### src/design/mmhc_pkg.sv
// mmhc_pkg: shared types and constants of the magic multiply hash collision check
// depends on nothing; imported by every module of the block
`timescale 1ns / 1ps

package mmhc_pkg;

	localparam int WORD_W         = 64;
	localparam int HALF_W         = 32;
	localparam int CFG_W          = 4;
	localparam int MIN_INDEX_BITS = 4;
	localparam int SLOT_OUT_W     = 10;
	localparam int Q_DEPTH        = 2;
	localparam int Q_PTR_W        = 1;
	localparam int Q_CNT_W        = 2;

	localparam logic [CFG_W-1:0] INDEX_BITS_RESET = 4'd4;

	typedef enum logic {
		CMD_START = 1'b0,
		CMD_ENTRY = 1'b1
	} cmd_t;

	typedef enum logic {
		BK_IDLE,
		BK_LOOK
	} bk_state_t;

	typedef struct packed {
		logic                  status;
		logic [SLOT_OUT_W-1:0] slot_index;
		logic                  verdict_ready;
	} result_t;

endpackage

### src/design/mmhc_queue.sv
// mmhc_queue: two entry queue between the front and the back
// depends on mmhc_pkg for depth constants
`timescale 1ns / 1ps

module mmhc_queue #(
	parameter int DATA_W = 76
) (
	input  logic                         clk,
	input  logic                         arst_n,
	input  logic                         push,
	input  logic [DATA_W-1:0]            wdata,
	output logic                         full,
	input  logic                         pop,
	output logic [DATA_W-1:0]            rdata,
	output logic                         not_empty,
	output logic [mmhc_pkg::Q_CNT_W-1:0] level
);
	import mmhc_pkg::*;

	logic [DATA_W-1:0]  store_q [Q_DEPTH];
	logic [Q_PTR_W-1:0] wr_ptr_q;
	logic [Q_PTR_W-1:0] rd_ptr_q;
	logic [Q_CNT_W-1:0] cnt_q;

	assign full      = cnt_q == Q_CNT_W'(Q_DEPTH);
	assign not_empty = cnt_q != '0;
	assign rdata     = store_q[rd_ptr_q];
	assign level     = cnt_q;

	always_ff @(posedge clk or negedge arst_n) begin
		if (!arst_n) begin
			wr_ptr_q <= '0;
			rd_ptr_q <= '0;
			cnt_q    <= '0;
		end else begin
			if (push) begin
				wr_ptr_q <= wr_ptr_q + 1'b1;
			end
			if (pop) begin
				rd_ptr_q <= rd_ptr_q + 1'b1;
			end
			if (push && !pop) begin
				cnt_q <= cnt_q + 1'b1;
			end else if (pop && !push) begin
				cnt_q <= cnt_q - 1'b1;
			end
		end
	end

	always_ff @(posedge clk) begin
		if (push) begin
			store_q[wr_ptr_q] <= wdata;
		end
	end

endmodule

### config.mk
export PLATFORM = sky130hd
export DESIGN_NAME = mmhc_queue
export DESIGN_NICKNAME = d
export VERILOG_FILES = /design/src/design/mmhc_pkg.sv /design/src/design/mmhc_queue.sv
export SDC_FILE = /design/constraint.sdc
export NUM_CORES = 1
export LEC_CHECK = 0
export ABC_CLOCK_PERIOD_IN_PS = 4690
export BUFFER_PORTS_ARGS = -buffer_cell sky130_fd_sc_hd__clkbuf_2
export CORE_ASPECT_RATIO = 1.1
export CORE_UTILIZATION = 47
export CTS_CLUSTER_DIAMETER = 120
export CTS_CLUSTER_SIZE = 24
export DETAILED_ROUTE_END_ITERATION = 8
export PLACE_DENSITY = 0.87
export SETUP_SLACK_MARGIN = 0.2
export SYNTH_ARGS = -nofsm -noshare
export SYNTH_HDL_FRONTEND = slang
export SYNTH_SLANG_ARGS = --single-unit
### constraint.sdc
create_clock -name clk -period 4.69 [get_ports clk]
set_clock_uncertainty 0.15 [all_clocks]
set_input_delay 0 -clock clk [delete_from_list [all_inputs] [get_ports clk]]
set_output_delay 0 -clock clk [all_outputs]
set_load 0.01 [all_outputs]
==> out/metrics.csv, run 1 <==
metric;value;unit
finalMaxSlewViolations;0;
core.rowCount;42;
numCtsBuffers;17;
post_cts_resize_count;0;
achievable-frequency;0.390;GHz
flow.area_growth_from_synthesis;39.5;%
synth_largest_type_area_fraction;0.786;
io_buffers;159;
routed_antenna_nets;0;
vias_per_cell;4.77;
wl_per_cell;16.4;um
worstSkewPairLatency;410;ps
synth.area.top_cells;sky130_fd_sc_hd__edfxtp_1 (79%), sky130_fd_sc_hd__mux2_2 (8.9%), sky130_fd_sc_hd__mux2_4 (7.8%), sky130_fd_sc_hd__dfrtp_1 (1.7%), sky130_fd_sc_hd__buf_8 (0.78%);
synth_mux_area_frac;0.167;
clock_tree.root_cell;sky130_fd_sc_hd__clkbuf_16;
slowest_cp_cell;sky130_fd_sc_hd__dfrtp_4;
tritoncts;done;
grt_max_degree;77;
post_route_cells_drive_above_1_share;0.526;
postCtsSetupRepairBufs;0;
synth-compound-area-share;0;
timing.critical_path.arrival;2410;ps
timing.slew.headroom;0.305;
power_leakage;3.22;nW
worstPathCellList;buf_4 > mux2_2 > clkbuf_2;
endpoint_kind;output port;
setup-violations-final;0;
synth-adder-area-share;0.00215;
globalRoute.totalOverflow;0;
die_w;108;um
timing.critical_path.max_delay_family;flip-flops;
worst_hold_path_type;in -> reg;
setup_total_neg_slack;0;ps
timing.setup.critical_path_class;reg -> out;
initial_core_util;0.483;
critical_path.startpoint_type;flip-flop;
route.final.wire_length;11.0;mm
cts.reportedPaths.clkPinSlew;60;ps
ys_warn_count;0;
number_of_antenna_violations_at_the_first_check_in_global_routing;0;
drt-initial-drc-count;163;
grt_first_pass_wirelength;16.9;mm
vias;3203;
syn_area_per_cell;23.0;um2
timing.critical_path.required;4540;ps
post-layout-total-power;4.54;mW
diodes;0;
irDropWorstVdd;0.456;mV
outcome;finished clean;
dieArea;0.0128;mm2
top_level_ports;160;
syn_area;0.00581;mm2
grtUsageTotal;0.179;
layout.core_utilization;0.673;
cp_num_buf_inv;2;
finalWeightedCongestion;0.672;
final_min_period_over_clock_period;0.546;
htree_levels;4;
synth_cell_types;15;
power.density_cell_area;561;mW/mm2
cap_violations;0;
clockBufferDepth;2;
timing_worst_slew_pin_value;1040;ps
synth.ff_latch_count;156;
cts.sinks;156;
critical_path_peak_fanout;41;
xor_xnor_cell_area_share_of_the_yosys_netlist;0.00754;
max_stage_delay;800;ps
die_h;119;um
drtPass1Iterations;4;
grt_pass1_vias;3445;
fin_nets;585;
drt_drc_violations_left;0;
filler_cell_count;769;
synth_top_family_by_area;multiplexers;
finalHoldViolations;0;
synth.yosys.seq_area_share;0.803;
post_synth_and_or_nand_nor_area_fraction;0.00495;
rsz_0062_raised_after_global_routing;no;
most_area_hungry_cell_type_in_the_yosys_netlist;sky130_fd_sc_hd__edfxtp_1;
fin_crit;2560;ps
synthesis.nets;334;
synth_cells;253;
r2r_slack;2690;ps
dpl.hpwl;6.24;mm
core_area;0.0120;mm2
==> flip-flops by register name, indices dropped and copies added, names as in the netlist <==
signal and count:
level 2, store_q 152, rd_ptr_q 1, wr_ptr_q 1
==> metal layers <==
metal	track usage	up-vias	wire length, um
li1	-	1507	-
met1	0.199	1564	4420
met2	0.318	120	5950
met3	0.0485	12	497
met4	0.0728	0	142
met5	0	-	0
==> cells in the mapped netlist (all sizes together) <==
library cell	number
and2	1
nor2	1
mux2	76
xnor2	1
dfrtp	4
xor2	4
inv	1
nor2b	2
buf	9
ha	1
edfxtp	152
or2	1
==> logic make-up after synthesis <==
group / Yosys count
flip-flops: 156
multiplexers: 76
adder cells (fa/ha/maj): 1
AND/OR/NAND/NOR: 5
buffers and inverters: 10
XOR/XNOR: 5
==> final timing paths <==
check | cells past startpoint | from | end
max | 3 | rd_ptr_q | rdata[53]
min | 2 | wdata[58] | store_q[1][58]
max reg2reg | 2 | wr_ptr_q | store_q[0][73]
min reg2reg | 1 | level[1] | level[1]
max in group asynchronous | 3 | arst_n | rd_ptr_q
min in group asynchronous | 3 | arst_n | level[0]
==> area by class of cell <==
class / instances / area (um2) / share of cell area
multi-input combinational: 87 / 1060 / 0.131
inverter: 1 / 3.75 / 0.000463
clock inverter: 15 / 139 / 0.0171
sequential: 156 / 4670 / 0.576
tap: 154 / 193 / 0.0238
timing repair buffer: 241 / 1610 / 0.199
clock buffer: 17 / 425 / 0.0525
==> power by group <==
group          total, mW  internal, mW  switching [mW]
Clock               1.29         0.736           0.550
Sequential          2.01          1.86           0.151
Combinational       1.25         0.646           0.601
==> repair_timing <==
item,in CTS,in global routing
endpoints found under the setup margin,0,0
hold endpoints to repair,165,0
hold buffers,80,0
==> layout by cell type (no fill, tap or decap), types with 4 or more instances in the layout <==
cell                            netlist  final
sky130_fd_sc_hd__dlygate4sd3_1        0     80
sky130_fd_sc_hd__xor2_1               4      4
sky130_fd_sc_hd__mux2_4              30     30
sky130_fd_sc_hd__clkinv_4             0      4
sky130_fd_sc_hd__clkbuf_2             0    159
sky130_fd_sc_hd__inv_6                0      4
sky130_fd_sc_hd__edfxtp_1           152    152
sky130_fd_sc_hd__clkinvlp_4           0      4
sky130_fd_sc_hd__clkbuf_16            0     17
sky130_fd_sc_hd__mux2_2              46     46
==> through the flow <==
stage               instance area [um2]  setup slack (ps)  hold slack (ps)  instances
finish                             8100              2130              164        671
global route                       8100              2010              160        671
CTS                                8100              2100              142        671
detailed placement                 6740              2560             -331        559
global placement                   6740              2580             -336        559
floorplan                          5810               246             -446        253
Power figures use the tool's default switching activity.
==> run 2: changes to the inputs <==
--- a/config.mk
+++ b/config.mk
@@ -5,7 +5,7 @@
 export SDC_FILE = /design/constraint.sdc
 export NUM_CORES = 1
 export LEC_CHECK = 0
-export ABC_CLOCK_PERIOD_IN_PS = 4690
+export ABC_CLOCK_PERIOD_IN_PS = 2160
 export BUFFER_PORTS_ARGS = -buffer_cell sky130_fd_sc_hd__clkbuf_2
 export CORE_ASPECT_RATIO = 1.1
 export CORE_UTILIZATION = 47
==> constraint.sdc (replaced) <==
create_clock -name clk -period 2.16 [get_ports clk]
set_clock_uncertainty 0.15 [all_clocks]
set_input_delay 0 -clock clk [delete_from_list [all_inputs] [get_ports clk]]
set_output_delay 0 -clock clk [all_outputs]
set_load 0.01 [all_outputs]
==> out/metrics.csv, run 2 (synthesis gave the netlist of run 1 again) <==
metric;value;unit;change
critical_path_peak_fanout;30;;-27%
core.rowCount;42;;unchanged
finalHoldViolations;0;;unchanged
outcome;finished clean;;
largest-register;store_q;;
design_area;0.00822;mm2;+1.4%
worst_hold_path_type;in -> reg;;
drt-initial-drc-count;127;;-22%
routed_antenna_nets;0;;unchanged
final_min_period_over_clock_period;0.831;;
setup_total_neg_slack;0;ps;unchanged
grt_max_degree;75;;-2.6%
initial_core_util;0.483;;unchanged
number_of_antenna_violations_at_the_first_check_in_global_routing;0;;unchanged
vias;3273;;+2.2%
grt_first_pass_wirelength;17.5;mm;+3.8%
critical_path.startpoint_type;flip-flop;;
vias_per_cell;4.83;;+1.3%
power_leakage;3.27;nW;+1.7%
cts.reportedPaths.clkPinSlew;60;ps;about the same
timing.critical_path.required;2010;ps;-2530 ps
power.density_cell_area;1240;mW/mm2;+120%
grtUsageTotal;0.189;;+0.0101
reg2reg_from;wr_ptr_q;;
timing_worst_slew_pin_value;467;ps;-576 ps
crit_start;rd_ptr_q;;
timing.slew.headroom;0.689;;+0.384
setup-violations-final;0;;unchanged
post_cts_resize_count;0;;unchanged
min_delay_path_depth;2;;unchanged
fin_nets;591;;+1.0%
die_h;119;um;unchanged
timing.critical_path.arrival;1640;ps;-770 ps
achievable-frequency;0.557;GHz;
grt_pass1_vias;3629;;+5.3%
drtPass1Iterations;6;;+2
route.final.wire_length;11.5;mm;+4.5%
mostFrequentLayoutCell;sky130_fd_sc_hd__clkbuf_2;;
post_route_cells_drive_above_1_share;0.528;;+0.00161
tritoncts;done;;
worstSkewPairLatency;410;ps;about the same
timing.setup.critical_path_class;reg -> out;;
flow.area_growth_from_synthesis;41.4;%;
irDropWorstVdd;0.696;mV;+53%
clock_tree.root_cell;sky130_fd_sc_hd__clkbuf_16;;
dpl.hpwl;6.54;mm;+4.8%
cts.sinks;156;;unchanged
min-delay-start;wdata[3];;
globalRoute.totalOverflow;0;;unchanged
dieArea;0.0128;mm2;unchanged
numCtsBuffers;17;;unchanged
top_level_ports;160;;unchanged
total_placed_instance_area;0.00680;mm2;+0.97%
fin_crit;1790;ps;
endpoint_kind;output port;;
filler_cell_count;777;;+1.0%
finalMaxSlewViolations;0;;unchanged
die_w;108;um;unchanged
clockBufferDepth;2;;unchanged
wl_per_cell;17.0;um;+3.6%
worst_r2r_path_depth;2;;unchanged
io_buffers;159;;unchanged
largest_register_ffs;152;;unchanged
diodes;0;;unchanged
cap_violations;0;;unchanged
layout.core_utilization;0.683;;+0.00925
rsz_0062_raised_after_global_routing;no;;
drt_drc_violations_left;0;;unchanged
layout.cells.most_common_list;sky130_fd_sc_hd__clkbuf_2 (159), sky130_fd_sc_hd__edfxtp_1 (152), sky130_fd_sc_hd__dlygate4sd3_1 (80), sky130_fd_sc_hd__mux2_2 (46), sky130_fd_sc_hd__mux2_4 (30);;
htree_levels;4;;unchanged
core_area;0.0120;mm2;unchanged
finalWeightedCongestion;0.677;;+0.76%
[run 2: stage by stage]
stage	hold slack, ps	std cells	worst slack [ps]	power [mW]
final	167	677	365	10.2
after floorplan	-446	253	35.4	6.16
after global placement	-339	561	578	7.06
after CTS	145	674	229	10.2
after global routing	159	677	306	10.6
after detailed placement	-330	561	561	7.16
[run 2: worst max-delay path: stages (launching register included)]
cell and delay [ps]:
sky130_fd_sc_hd__dfrtp_4 480, sky130_fd_sc_hd__buf_12 220, sky130_fd_sc_hd__mux2_2 370, sky130_fd_sc_hd__clkbuf_2 140
[run 2: timing repair]
action | CTS | global route
hold endpoints to repair | 164 | 0
endpoints found under the setup margin | 55 | 4
hold buffers | 80 | 0
buffers inserted | 1 | 3
[run 2: power by group]
group	switching [mW]	total (mW)	internal (mW)
sequential	0.204	4.23	4.03
clock	1.19	2.90	1.71
combinational	1.50	3.05	1.55
total	2.89	10.2	7.29
[run 2: cell type report]
class,instances,area (um2),share of cell area
flip-flops and latches,156,4670,0.568
repair buffers,247,1710,0.208
multi-input cells,87,1060,0.129
clock buffers,19,433,0.0527
well taps,154,193,0.0235
clock inverters,13,144,0.0175
inverters,1,3.75,0.000457
[run 2: routing by layer]
metal	global-route usage	vias up	share of wire
li1	-	1521	-
met1	0.203	1610	0.38
met2	0.343	120	0.55
met3	0.0513	22	0.048
met4	0.0788	0	0.020
met5	0	-	0
[run 2: final timing paths]
check | endpoint | slack [ps]
max | rdata[66] | 370
min | store_q[1][3] | 170
max reg2reg | store_q[0][39] | 580
min reg2reg | level[1] | 390
max in group asynchronous | rd_ptr_q | 1300
min in group asynchronous | level[1] | 350
